## src/hw/rtl/jls_pkg.sv

```systemverilog
`default_nettype none

package jls_pkg;

  // Q16.16 representation of 1.0, the starting guess of every unknown.
  localparam logic signed [31:0] Q_ONE = 32'sh0001_0000;

  // Input actions.
  localparam logic [1:0] ACT_LOAD_A = 2'd0;
  localparam logic [1:0] ACT_LOAD_B = 2'd1;
  localparam logic [1:0] ACT_START  = 2'd2;

  // Register select, taken from paddr bit 2.
  localparam logic REG_SIZE = 1'b0;
  localparam logic REG_TOL  = 1'b1;

  typedef enum logic [3:0] {
    S_IDLE,
    S_MAC,
    S_DRAIN,
    S_DIV_GO,
    S_DIV_WAIT,
    S_WRITE,
    S_CHECK,
    S_OUT,
    S_FIN
  } state_t;

endpackage

`default_nettype wire

```

## src/hw/rtl/jls_div.sv

```systemverilog
`default_nettype none

module jls_div (
  input  wire               clk,
  input  wire               rst_n,
  input  wire               start,
  input  wire signed [63:0] num,
  input  wire signed [31:0] den,
  output logic              done,
  output logic signed [31:0] quo
);

  import jls_pkg::*;

  logic        busy_r, busy_nxt;
  logic [5:0]  cnt_r, cnt_nxt;
  logic [63:0] dvd_r, dvd_nxt;
  logic [31:0] rem_r, rem_nxt;
  logic [31:0] md_r;
  logic        neg_r;
  logic        done_r, done_nxt;
  logic signed [31:0] quo_r, quo_nxt;
  logic [32:0] rem_sh;
  logic [32:0] rem_sub;
  logic        qbit;

  // One quotient bit per cycle, restoring form.
  always_comb begin
    rem_sh   = {rem_r, dvd_r[63]};
    rem_sub  = rem_sh - {1'b0, md_r};
    qbit     = (rem_sh >= {1'b0, md_r});
    busy_nxt = busy_r;
    cnt_nxt  = cnt_r;
    dvd_nxt  = dvd_r;
    rem_nxt  = rem_r;
    done_nxt = 1'b0;
    quo_nxt  = quo_r;
    if (start) begin
      busy_nxt = 1'b1;
      cnt_nxt  = '0;
      dvd_nxt  = num[63] ? (64'd0 - num) : num;
      rem_nxt  = '0;
    end else if (busy_r) begin
      dvd_nxt = {dvd_r[62:0], qbit};
      rem_nxt = qbit ? rem_sub[31:0] : rem_sh[31:0];
      cnt_nxt = cnt_r + 6'd1;
      if (cnt_r == 6'd63) begin
        busy_nxt = 1'b0;
        done_nxt = 1'b1;
        if (neg_r) begin
          quo_nxt = (dvd_nxt >= 64'h8000_0000) ? 32'sh8000_0000
                                                : (32'sd0 - $signed(dvd_nxt[31:0]));
        end else begin
          quo_nxt = (dvd_nxt > 64'h7FFF_FFFF) ? 32'sh7FFF_FFFF
                                               : $signed(dvd_nxt[31:0]);
        end
      end
    end
  end

  always_ff @(posedge clk) begin
    if (!rst_n) begin
      busy_r <= 1'b0;
      done_r <= 1'b0;
    end else begin
      busy_r <= busy_nxt;
      done_r <= done_nxt;
    end
    cnt_r <= cnt_nxt;
    dvd_r <= dvd_nxt;
    rem_r <= rem_nxt;
    quo_r <= quo_nxt;
    if (start) begin
      md_r  <= den[31] ? (32'd0 - den) : den;
      neg_r <= num[63] ^ den[31];
    end
  end

  assign done = done_r;
  assign quo  = quo_r;

  a_no_restart : assert property (@(posedge clk) disable iff (!rst_n)
    start |-> !busy_r) else $error("divider restarted while busy");
  a_done_ends : assert property (@(posedge clk) disable iff (!rst_n)
    done_r |-> !busy_r) else $error("divider done while still busy");
  a_done_once : assert property (@(posedge clk) disable iff (!rst_n)
    done_r |=> !done_r) else $error("divider done held longer than a cycle");

endmodule

`default_nettype wire

```

## config.mk

```make
export PLATFORM = sky130hd
export DESIGN_NAME = jls_div
export DESIGN_NICKNAME = d
export VERILOG_FILES = /design/src/hw/rtl/jls_pkg.sv /design/src/hw/rtl/jls_div.sv
export SDC_FILE = /design/constraint.sdc
export NUM_CORES = 1
export LEC_CHECK = 0
export BUFFER_PORTS_ARGS = -buffer_cell sky130_fd_sc_hd__buf_2
export CORE_AREA = 2 2 170 172
export DETAILED_ROUTE_END_ITERATION = 6
export DIE_AREA = 0 0 172 174
export MAX_ROUTING_LAYER = met4
export SYNTH_ARGS = -nofsm -noshare
export SYNTH_HDL_FRONTEND = slang
export SYNTH_SLANG_ARGS = --single-unit
```

## constraint.sdc

```tcl
create_clock -name clk -period 4.95 [get_ports clk]
set_input_delay 0.7425 -clock clk [delete_from_list [all_inputs] [get_ports clk]]
set_output_delay 0.7425 -clock clk [all_outputs]
set_load 0.02 [all_outputs]
```

==> Word level (Yosys, flattened, before mapping) <==
Index checks and enable logic that the tools add are counted.
{ "op_classes": {"magnitude_cmp": 3, "n_addsub": 5, "n_eq_ne": 1, "n_reduce_logical": 3, "div": 0, "multipliers": 0, "bitwise": 4, "shift": 0, "mux": 12} }
{ "ops": {"columns": ["cell", "n"], "rows": [
  ["$mux W64", 3],
  ["$mux W32", 4],
  ["$ge A64 B32 Y1 const B", 1],
  ["$gt A64 B31 Y1 const B", 1],
  ["$sub A1 B32 Y32 const A", 2],
  ["$sub A1 B64 Y64 const A", 1],
  ["$ge A33 B32 Y1", 1],
  ["$sub A32 B32 Y32", 1],
  ["$mux W31", 1],
  ["$add A6 B1 Y6 const B", 1],
  ["$eq A6 B6 Y1 const B", 1],
  ["$mux W1", 4],
  ["$not A1 Y1", 3],
  ["$reduce_and A3 Y1", 1],
  ["$reduce_or A3 Y1", 1],
  ["$reduce_bool A2 Y1", 1],
  ["$xor A1 B1 Y1", 1]
]} }
{ "totals": {"elab_cells": 37, "ramBits": 0, "inputBits": 99, "latch_bits": 0, "romBits": 0, "output_inout_bits": 33, "regBits": 169, "mem_count": 0} }

==> Longest topological paths before layout <==
{ "depth": {"ltp_word": 4, "depth_mapped": 20, "mapped_depth_nobuf": 16} }

==> Least setup slack after synthesis <==
OpenSTA, ideal clock, no wires.
{ "synth_timing": {"kind": "flip-flop to flip-flop", "from": "reg md_r[18]", "to": "reg quo_r[28], in the netlist quo[28], data pin", "setup_time_ns": 0.261, "required_time_ns": 4.689, "period_less_slack_ns": 4.791, "stages_incl_launch_ff": 20, "n_path_buf": 4, "slack_ns": 0.159, "arrival_ns": 4.531, "cell_sequence": "edfxtp_1 > inv_1 > ha_1 > clkbuf_1 > a21oi_1 > o2111ai_1 > a221oi_1 > and3_1 > and3_1 > nor2_1 > inv_1 > clkbuf_1 > clkbuf_1 > ha_1 > nand3_1 > or3_1 > or2_2 > clkbuf_1 > or4_1 > a221o_1"} }
{ "synth_via": {"elab_chain_len": 4, "word_cells_on_any_way": 7, "classes_between": "add/sub: 1; order compare: 3; mux: 3"} }
{ "synth_lines": {"columns": ["element", "line_no", "rtl"], "rows": [
  ["start, declared", "jls_div.sv:19", "logic [31:0] md_r;"],
  ["start signal, assigned", "jls_div.sv:74", "md_r <= den[31] ? (32'd0 - den) : den;"],
  ["$ge A33 B32 Y1 *", "jls_div.sv:31", "qbit = (rem_sh >= {1'b0, md_r});"],
  ["$gt A64 B31 Y1, or another cell as far along", "jls_div.sv:54", "quo_nxt = (dvd_nxt > 64'h7FFF_FFFF) ? 32'sh7FFF_FFFF"],
  ["$mux W32 (on tied branches)", "jls_div.sv:54, jls_div.sv:51", null],
  ["$mux W32 *", "jls_div.sv:50", "if (neg_r) begin"],
  ["end signal, assigned", "jls_div.sv:72", "quo_r <= quo_nxt;"],
  ["end, declared", "jls_div.sv:22", "logic signed [31:0] quo_r, quo_nxt;"]
]} }
Every way passes the cells marked *; elsewhere a longest branch is shown, timed or not.
A chain may end at the register's enable or synchronous reset.

==> Final worst setup path <==
Same ends and word-level chain as after synthesis.

==> impl_results.md <==
* Via count at between 9000 and 10000
* Clock Tree Root: clkbuf_16
* Die Y at 174 um
* Register area at 0.00468 sq mm
* Post-Synth Simple-Gate Area at 0.203
* Sequential share of the synthesized area at 0.422
* Total of max-cap violations at 0
* Post-Syn Nets at approximately 1400
* Largest net degree at the start of global routing at about 160
* Layout area overhead at 14.3%
* ANT nets after route at 0
* EDFF count, synth at approximately 130
* Fillers at 2844
* Final max-slew violation count at 0
* Design Area, Final at 0.0127 sq mm
* Yosys Warn Count at 0
* P_leak at between 4 and 5 nW
* Number of global-route vias before repair at 8909
* Setup Buffers After CTS at 0
* CTS tree: yes
* Fin crit share at 0.914
* Synth top area share at 0.349
* Most common cell in the netlist: nor2_1
* Clock Sinks at 169
* Row count at 62
* Pwr/cell area at 301 mW/mm^2
* Dpl cell area at 0.0121 sq mm
* Mapped Area at 0.0111 sq mm
* Setup Total Neg Slack at 0 ns
* Placed Instances at about 1700
* 1st-pass router iterations at 7
* Worst slew margin at 0.277
* Xor/xnor cell area share of the yosys netlist at 0.0964
* H-tree depth at 4
* Syn_area_per_cell at 8.90 sq um
* Class of the worst hold path: flop to flop
* GRT Overall Usage at 0.195
* Finish-stage setup viols at 0
* WL/cell at 15.9 um
* # resized after CTS at 0
* Die Area at 0.0299 sq mm
* GP Congestion at 0.889
* Required @ worst endpoint at 5.14 ns
* I/O Buffers at about 130
* Die X-Extent at 172 um
* Layout cells sized above 1 at 0.143
* Clock transition at path regs at around 0.070 ns
* Nets@finish at 1481
* Initial detailed-routing violation count at 721
* Cts bufs inserted at 17
* Final wirelength at 27800 um
* DR DRC count at 0
* Clock Latency Late Sink at 0.44 ns
* Initial Utilization at 0.393
* CP Data Arrival Time at 4.71 ns
* Multi-input logic area at 0.00599 sq mm
* CP Launch Type: flop
* Grt ovf at 0
* Tightest Pin Transition at about 1.1 ns
* Status: complete, no violations
* #FFs+latches synth at 169
* Final Hold Fails at 0
* CTS max path bufs at 2
* Post-synthesis mux area share at 0.00361
* Final HPWL DP at 20000 um
* Synth top area cells: edfxtp_1 (35%), dfxtp_1 (7.2%), xor2_1 (6.2%)
* Setup CP Type: flop to flop
* Number of library cell types mapped by synthesis at 64
* Crit path capture type: flop
* Max Fclk at 0.221 GHz
* CTS Hold Bufs at 0
* Min Tclk post-route at 4.52 ns
* DR vias/cell at 5.49
* Largest family of logic cells by synthesized area: simple AND/OR/NAND/NOR gates
* Synth Instances at 1246
* Boundary Pins at 132
* RSZ-0062 raised after global routing: false
* CP Max Fanout at 10
* Primary FF master, synth: edfxtp_1
* Commonest cells in the netlist: nor2_1 (160), edfxtp_1 (129), nand2_1 (119), a21oi_1 (110), xor2_1 (78)
* Synth Area in Adders at 0.0424
* Initial antenna violation count at 1
* Placeable Area at 0.0282 sq mm
* Fin cells at 1742
* Async SR Flop Fraction at 0
* Synth Area in Compound Gates at 0.194
* Largest area contributor in the netlist: edfxtp_1
* Post-Route Skew at 0.0117 ns
* Global-route wire length before repair at 45700 um
* Peak supply drop at between 0.0002 and 0.00025 V
[through the flow]
stage	util	hold WS [ns]	setup WS, ns	power (mW)
2_1_floorplan	-	0.458	0.159	2.28
3_3_place_gp	0.429	0.475	0.550	2.51
3_5_place_dp	0.429	0.480	0.451	2.52
4_1_cts	0.449	0.491	0.422	3.84
5_1_grt	0.449	0.508	0.129	4.00
6_report	0.449	0.492	0.426	3.81
[state kept, by name, summed over array words and instances (netlist names)]
name	flops
busy_r	1
cnt_r	6
done	1
dvd_r	64
md_r	32
neg_r	1
quo	32
rem_r	32
[layout make-up]
type,instances,share of cell area
diodes,1,0.000197
repair buffers,142,0.0597
flip-flops and latches,169,0.369
clock inverters,12,0.0107
multi-input cells,962,0.473
clock buffers,19,0.0342
well taps,384,0.0379
inverters,53,0.0157
[layer usage]
metal	routed length, um	vias to the layer above	global-route usage
met5	0	-	-
met4	408	0	0.0550
met3	1380	31	0.0264
met2	12500	255	0.294
met1	13500	4474	0.273
li1	-	4799	-
[layout by cell type (no fill, tap or decap), types with 22 or more instances in the layout]
| master | instances |
|---|---|
| inv_1 | 53 |
| buf_2 | 130 |
| edfxtp_1 | 129 |
| ha_1 | 36 |
| nor2_1 | 159 |
| o31ai_1 | 25 |
| xnor2_1 | 44 |
| nand2_1 | 119 |
| dfxtp_1 | 39 |
| xor2_1 | 78 |
| nand3_1 | 31 |
| o21ai_0 | 69 |
| a311oi_1 | 24 |
| or3_1 | 22 |
| a21oi_1 | 110 |
[where the power goes]
group	leakage [nW]	switching (mW)	internal [mW]
Combinational	2.94	0.450	0.291
Sequential	1.56	0.0859	1.67
Clock	0.279	0.610	0.709
Total	4.78	1.15	2.67
[path summary, 6_finish.rpt]
path	startpoint	to	slack, ns	cells past startpoint
max	md_r[18]	quo[28]	0.43	15
min	rem_r[7]	rem_r[8]	0.49	2
max reg2reg	md_r[18]	quo[28]	0.43	15
min reg2reg	rem_r[7]	rem_r[8]	0.49	2
[cells by family after synthesis]
logic type               after synthesis
AO/OA/AOI/OAI                        332
adder cells (fa/ha/maj)               37
flip-flops                           169
buffers and inverters                115
XOR/XNOR                             122
AND/OR/NAND/NOR                      467
multiplexers                           4
[critical path, stage by stage (launching register included)]
cell	delay [ns]
edfxtp_1	0.32
inv_1	0.04
ha_1	0.38
a21oi_1	0.35
o2111ai_1	0.16
a221oi_1	0.42
and3_1	0.23
and3_1	0.19
nor2_2	0.07
inv_1	0.08
ha_1	0.24
nand3_1	0.19
or3_1	0.46
or2_2	0.37
or4_1	0.44
a221o_1	0.34
No activity file was read; power rests on OpenSTA's default activity.
