`config.mk`:
```
export PLATFORM = sky130hd
export DESIGN_NAME = jls_ram
export DESIGN_NICKNAME = d
export VERILOG_FILES = /design/src/hw/rtl/jls_ram.sv
export SDC_FILE = /design/constraint.sdc
export NUM_CORES = 1
export LEC_CHECK = 0
export BUFFER_PORTS_ARGS = -buffer_cell sky130_fd_sc_hd__buf_2
export CAP_MARGIN = 10
export CORE_AREA = 2 2 160 224
export CTS_BUF_LIST = sky130_fd_sc_hd__clkbuf_4 sky130_fd_sc_hd__clkbuf_8
export DETAILED_ROUTE_END_ITERATION = 8
export DIE_AREA = 0 0 162 226
export MAX_ROUTING_LAYER = met4
export PLACE_DENSITY = 0.84
export SLEW_MARGIN = 20
export SYNTH_ARGS = -nofsm -noshare
export SYNTH_HDL_FRONTEND = slang
export SYNTH_SLANG_ARGS = --single-unit
export TNS_END_PERCENT = 50
```
`constraint.sdc`:
```
create_clock -name clk -period 4.6 [get_ports clk]
set_input_delay 0.92 -clock clk [delete_from_list [all_inputs] [get_ports clk]]
set_output_delay 0.92 -clock clk [all_outputs]
set_load 0.03 [all_outputs]
```
`src/hw/rtl/jls_ram.sv`:
```
`default_nettype none

module jls_ram #(
  parameter int WIDTH = 32,
  parameter int DEPTH = 16
) (
  input  wire                      clk,
  input  wire                      we,
  input  wire [$clog2(DEPTH)-1:0]  waddr,
  input  wire [WIDTH-1:0]          wdata,
  input  wire [$clog2(DEPTH)-1:0]  raddr,
  output logic [WIDTH-1:0]         rdata
);

  logic [WIDTH-1:0] mem [DEPTH];

  always_ff @(posedge clk) begin
    if (we) begin
      mem[waddr] <= wdata;
    end
    rdata <= mem[raddr];
  end

endmodule

`default_nettype wire

```
* Word level (Yosys, flattened, before mapping)
Memory sizes are Yosys's and may differ from the RTL's. A register that Yosys moved wholly into a read port is not among the register bits. Cells that the tools add are included.
Operators by class: add/sub/neg operators 0, multiply operators 0, div/mod/pow operators 0, order comparisons 0, eq/ne operators 0, shift-type cells 0, mux-type cells 2, bitwise operators 0, reductions and logical operators 0
Operators with widths (number):
- 1-bit 2-to-1 mux | 2
Storage, ports and cells: flip-flop bits (word level) 0, latch bits 0, bits in writable memories 512, bits in read-only memories 0, input port bits 42, output and inout bits 32, word-level logic and storage cells 3, memories 1
Memory list:
- mem | depth 16, width 32, rd ports 1, clocked after Yosys merged registers in 1, write ports 1, RTL line 15 | logic [WIDTH-1:0] mem [DEPTH];

* Logic depth before layout (Yosys ltp)
Gate-level depths: netlist (run 1).
depth after elaboration 2, gate-level depth with buffers 5, depth with buffers taken out 3

* Least setup slack after synthesis (run 1)
Ideal clock, no wire load.
path type in2reg, start point input waddr[2], end point memory mem[0][0] (enable), library setup time 0.461 ns, arrival 3.638 ns, data required time 4.139 ns, setup slack 0.500 ns, stages on the path 2, path buffers 0, cell sequence or3b_2 nor3_1
RTL lines:
- from (decl) | RTL line 9 | input wire [$clog2(DEPTH)-1:0] waddr,
- to (decl) | RTL line 15
Straight into the memory's write port.

==> flow_metrics.py, run 1 <==
metrics = {
    "grt": {
        "first_global_vias": 9615,
        "antenna_found_initial": 2,
        "grt_first_pass_wirelength_um": 57200,
        "grt_overflow_total": 0,
        "grt_use_total_pct": 22.3,
        "grt_max_degree": 48,
    },
    "timing": {
        "fmax_ghz": 0.430,
        "hold_viol": 0,
        "fin_crit_sh_pct": 50.6,
        "slew_viol_final": 0,
        "layout_min_cycle_time_ns": 2.33,
        "grt_setup_unrepaired": "false",
        "finalSetupViolations": 0,
        "finalSetupTns_ns": 0,
        "worstMarginPinSlew_ns": 1.11,
        "finalClockSkew_ns": 0.0203,
        "slew_headroom_pct": 25.7,
    },
    "logic_synthesis": {
        "synth_fa_ha_area_share_pct": 0,
        "synth_compound_area_share_pct": 2.42,
        "synthesis.instances": 838,
        "mappedNetlistArea_mm2": 0.0199,
        "synth_nets": 880,
        "synth.distinct_cells": 18,
        "synth_top_area_cell": "edfxtp_1",
        "yosys_warnings": 0,
        "ys_top_cells_by_area": "edfxtp_1, mux4_2, dfxtp_1, a22oi_1, nand2_1",
        "synth_xor_area_share_pct": 0,
        "postSynthAreaPerCell_um2": 23.7,
        "synth-simple-area-share_pct": 1.27,
        "synth_top_family_by_area": "multiplexers",
        "synth-seq-cells": 544,
        "yosys-mux-area-fraction_pct": 14.5,
        "netlist.area_leader.share_pct": 77.4,
        "ys_seq_area_share_pct": 80.7,
    },
    "routing": {
        "drt_iter0_markers": 967,
        "vias": 9104,
        "drtAntennaViolNets": 0,
        "wl_per_cell_um": 26.7,
        "drt_wl_total_um": 39600,
        "drtPass1Iterations": 5,
        "vias_per_cell": 6.15,
        "drc": 0,
    },
    "final_layout": {
        "nNetsFinal": 1008,
        "drive_gt1_share_pct": 36.0,
        "final_area_mm2": 0.0226,
        "syn2layout_area_growth_pct": 13.6,
    },
    "placed_design": {
        "placed_area_mm2": 0.0209,
        "port_buffers": 73,
        "dp_hpwl_um": 20400,
        "gp_congestion": 0.728,
    },
    "die": {
        "fp.dieW_um": 162,
        "start_util_pct": 57.3,
        "core_area_mm2": 0.0347,
        "die_h_um": 226,
        "io_pins": 74,
        "fp-row-count": 81,
        "die-area_mm2": 0.0366,
    },
    "worst_setup_path": {
        "startpoint": "raddr[0]",
        "r2r_cells": 3,
        "crit_fanout": 47,
        "r2r_start": "mem[0][25]",
        "r2r_end": "rdata[25]",
        "required_ns": 5.08,
        "startpoint_type": "primary input",
        "r2r_slack_ns": 3.17,
        "critPathArrivalTime_ns": 2.80,
        "end_kind": "flop",
        "worstSetupPathType": "in2reg",
    },
    "min_path": {
        "hold_start": "mem[12][8]",
        "worstHoldPathCells": 3,
        "hold_class": "reg2reg",
        "hold_path_end": "rdata[8]",
    },
    "outcome": {
        "status": "finished clean",
    },
    "run": {
        "maxCapViolations": 0,
    },
    "clock_tree": {
        "clkLatencyLatePin_ns": 0.61,
        "clockBufferDepth": 3,
        "numClockSinks": 544,
        "post_cts.repair.setup_buffers": 0,
        "path_clk_slew_ns": 0.06,
        "cts_tree": "yes",
        "htree_levels": 3,
        "numCtsBuffers": 71,
        "root_buffer": "clkbuf_8",
        "cts_resized": 0,
        "ctsHoldBuffers": 0,
    },
    "power": {
        "peakVddDrop_uv": 186,
        "power-per-cell-area_mw_per_mm2": 436,
        "p_leak_nw": 7.30,
        "fin_total_pwr_mw": 9.83,
    },
}
## layer usage
layer / wire length (µm) / global-route usage (%) / up-vias
met5: 0 / - / -
met4: 1090 / 9.56 / 0
met3: 2850 / 4.43 / 80
met2: 20800 / 36.4 / 434
met1: 14900 / 27.7 / 4751
li1: - / - / 3839
## cell type report
| cell class | instances | area (µm²) |
|---|---|---|
| Antenna cell | 2 | 5.00 |
| Clock buffer | 109 | 1360 |
| Clock inverter | 21 | 176 |
| Fill cell | 2094 | 12100 |
| Multi-Input combinational cell | 251 | 3750 |
| Sequential cell | 544 | 16000 |
| Tap cell | 456 | 571 |
| Timing Repair Buffer | 98 | 689 |
## sequential cells by signal, summed over array words and instances (netlist names)
name and count:
mem 512, rdata 32
## cell usage after synthesis (all sizes together)
master	n
nand2	33
nand3	1
nand3b	2
nor2	13
and2	1
a22oi	64
mux4	128
dfxtp	32
edfxtp	512
buf	26
nor3	4
or3b	1
nor2b	2
nand2b	2
clkbuf	17
## per-stage QoR
stage / std cells / util [%] / hold slack (ns) / setup WS [ns]
detailed placement: 1344 / 60.3 / 0.654 / 1.62
global placement: 1344 / 60.3 / 0.649 / 1.64
finish: 1481 / 65.1 / 0.664 / 2.27
global route: 1481 / 65.1 / 0.657 / 2.13
floorplan: 838 / - / 0.635 / 0.500
CTS: 1474 / 64.7 / 0.636 / 2.24
## cell usage in the layout (no fill, tap or decap)
cell type	netlist	routed
nor2_4	0	13
clkinv_1	0	9
nand2_1	33	33
dfxtp_1	32	32
buf_12	0	2
nand2b_1	2	2
clkbuf_4	0	23
a22oi_1	64	64
nand3b_1	2	2
nor3_2	0	4
edfxtp_1	512	512
or3b_2	1	1
clkinvlp_4	0	3
clkinv_2	0	6
buf_4	11	19
and2_2	0	1
nand3_1	1	1
diode_2	0	2
bufinv_16	0	3
buf_16	0	5
mux4_2	128	128
nor2b_4	0	2
clkbuf_8	0	87
buf_2	4	71
## how the worst max path moves through the flow
| stage | endpoint | depth (start not counted) |
|---|---|---|
| after CTS | mem[1][26] | 3 |
| after detailed placement | mem[1][8] | 3 |
| final | rdata[22] | 5 |
| after floorplan | mem[0][0] | 2 |
| after global placement | rdata[8] | 5 |
| after global routing | rdata[23] | 5 |
## where the power goes
part | switching (mW) | internal, mW | total [mW] | leakage (nW)
clock | 1.66 | 2.05 | 3.72 | 0.805
combinational | 0.335 | 0.203 | 0.538 | 1.60
sequential | 0.0377 | 5.54 | 5.58 | 4.89
total | 2.04 | 7.80 | 9.83 | 7.30
## critical path, cell delays in order
cell and delay (ns):
clkbuf_8 0.47, buf_4 0.45, mux4_2 0.55, a22oi_1 0.25, nand2_1 0.09
## logic make-up (layout without fill, tap and decap cells)
logic type	Yosys count	after routing
flip-flops	544	544
multiplexers	128	128
AO/OA/AOI/OAI	64	64
AND/OR/NAND/NOR	59	59
buffers and inverters	43	228
other	0	2
Power figures use the tool's default switching activity.
==> run 2: changes to the inputs <==
==> constraint.sdc (replaced) <==
create_clock -name clk -period 2.4 [get_ports clk]
set_input_delay 0.48 -clock clk [delete_from_list [all_inputs] [get_ports clk]]
set_output_delay 0.48 -clock clk [all_outputs]
set_load 0.03 [all_outputs]
==> run 2 against run 1 <==
  * Die area unchanged
  * Clock skew is 0.0081 ns higher
  * Register-to-register slack lost 2.2 ns
  * Critical endpoint is now rdata[22]
  * Critical path depth fell by 4
  * Highest routed layer unchanged
  * Sequential share of layout area shrank 0.77 points
==> flow_metrics.py, run 2 (same netlist as run 1, synthesis figures left out) <==
metrics = {
    "outcome": {
        "status": "finished clean",
    },
    "final_layout": {
        "syn2layout_area_growth_pct": 14.9,
        "nNetsFinal": 1019,
        "reg.largest.list": "mem x512, rdata x32",
        "final_common_cell": "edfxtp_1",
        "top_register": "mem",
        "largest_register_ffs": 512,
        "final_area_mm2": 0.0228,
        "drive_gt1_share_pct": 36.4,
        "final_cell_mix": "edfxtp_1, mux4_2, clkbuf_8",
    },
    "die": {
        "core_area_mm2": 0.0347,
        "start_util_pct": 57.3,
        "fp-row-count": 81,
        "die-area_mm2": 0.0366,
        "die_h_um": 226,
        "io_pins": 74,
        "fp.dieW_um": 162,
    },
    "power": {
        "power-per-cell-area_mw_per_mm2": 823,
        "p_sw_share_pct": 21.6,
        "clkPwrFrac_pct": 37.3,
        "combPwrFrac_pct": 5.8,
        "p_int_mw": 14.7,
        "p_leak_nw": 7.39,
        "power.share.sequential_pct": 57.0,
        "peakVddDrop_uv": 374,
        "p_switching_mw": 4.06,
    },
    "worst_setup_path": {
        "critPathArrivalTime_ns": 1.28,
        "worstSetupPathType": "reg2out",
        "slowest_stage": "dfxtp_1",
        "path_cells": "buf_2",
        "end_kind": "output port",
        "path_delay_family": "flip-flops",
        "slowest_delay_ns": 0.40,
        "crit_fanout": 1,
        "startpoint_type": "flop",
        "cp_num_buf_inv": 1,
        "required_ns": 1.92,
    },
    "clock_tree": {
        "numCtsBuffers": 71,
        "ctsHoldBuffers": 0,
        "post_cts.repair.setup_buffers": 0,
        "clkLatencyLatePin_ns": 0.65,
        "root_buffer": "clkbuf_8",
        "cts_tree": "yes",
        "clockBufferDepth": 3,
        "cts_resized": 0,
        "path_clk_slew_ns": 0.07,
        "htree_levels": 3,
        "numClockSinks": 544,
    },
    "timing": {
        "slew_viol_final": 0,
        "slew_headroom_pct": 52.3,
        "worstMarginPinSlew_ns": 0.716,
        "finalClockSkew_ns": 0.0284,
        "hold_viol": 0,
        "whs_ns": 0.207,
        "layout_min_cycle_time_ns": 1.76,
        "finalSetupViolations": 0,
        "fmax_ghz": 0.569,
        "fin_crit_sh_pct": 73.2,
        "grt_setup_unrepaired": "false",
    },
    "grt": {
        "grt_max_degree": 66,
        "antenna_found_initial": 3,
        "grt_first_pass_wirelength_um": 61700,
        "first_global_vias": 9794,
        "grt_use_total_pct": 24.4,
        "grt_overflow_total": 0,
    },
    "routing": {
        "drt_iter0_markers": 1265,
        "vias": 9376,
        "drtPass1Iterations": 5,
        "drc": 0,
        "drt_wl_total_um": 42000,
        "wl_per_cell_um": 28.1,
        "drtAntennaViolNets": 0,
        "vias_per_cell": 6.28,
    },
    "placed_design": {
        "port_buffers": 73,
        "placed_area_mm2": 0.0213,
        "dp_hpwl_um": 21600,
        "gp_congestion": 0.725,
    },
    "run": {
        "maxCapViolations": 0,
    },
    "min_path": {
        "hold_class": "in2reg",
    },
}
[run 2: final timing paths]
| check | start | end | slack [ns] | depth (start not counted) |
|---|---|---|---|---|
| setup / recovery | rdata[22] | rdata[22] | 0.64 | 1 |
| hold / removal | wdata[22] | mem[9][22] | 0.21 | 1 |
| setup reg to reg | mem[10][11] | rdata[11] | 0.95 | 3 |
| hold reg to reg | mem[15][1] | rdata[1] | 0.66 | 3 |
[run 2: cell type report]
type	count	area [µm²]
Tap cell	456	571
Antenna cell	3	7.51
Clock buffer	99	1220
Clock inverter	32	246
Sequential cell	544	16000
Fill cell	2036	11800
Multi-Input combinational cell	251	3770
Timing Repair Buffer	109	972
[run 2: through the flow]
step	std cells	power, mW	setup TNS, ns	setup slack [ns]	utilization, %
after floorplan	838	11.5	-60.97	-0.408	-
final	1494	18.8	0	0.644	65.8
after global placement	1360	11.9	0	0.338	61.5
after CTS	1491	18.9	0	0.617	65.8
after global routing	1494	19.3	0	0.602	65.8
after detailed placement	1360	12.0	0	0.265	61.5
[run 2: power by group through the flow]
stage          clock network [mW]  registers, mW  logic [mW]
2_1_floorplan                   0           11.0       0.511
3_5_place_dp                    0           10.9        1.08
5_1_grt                      7.44           10.7        1.15
6_report                     6.99           10.7        1.08
3_3_place_gp                    0           10.9        1.04
4_1_cts                      7.07           10.7        1.09
[run 2: per-layer routing]
layer	vias to the layer above	GRT usage, %	wire length [µm]
met5	-	-	0
met4	0	9.22	1160
met3	78	5.05	3970
met2	577	38.3	21600
met1	4862	32.0	15200
li1	3859	-	-
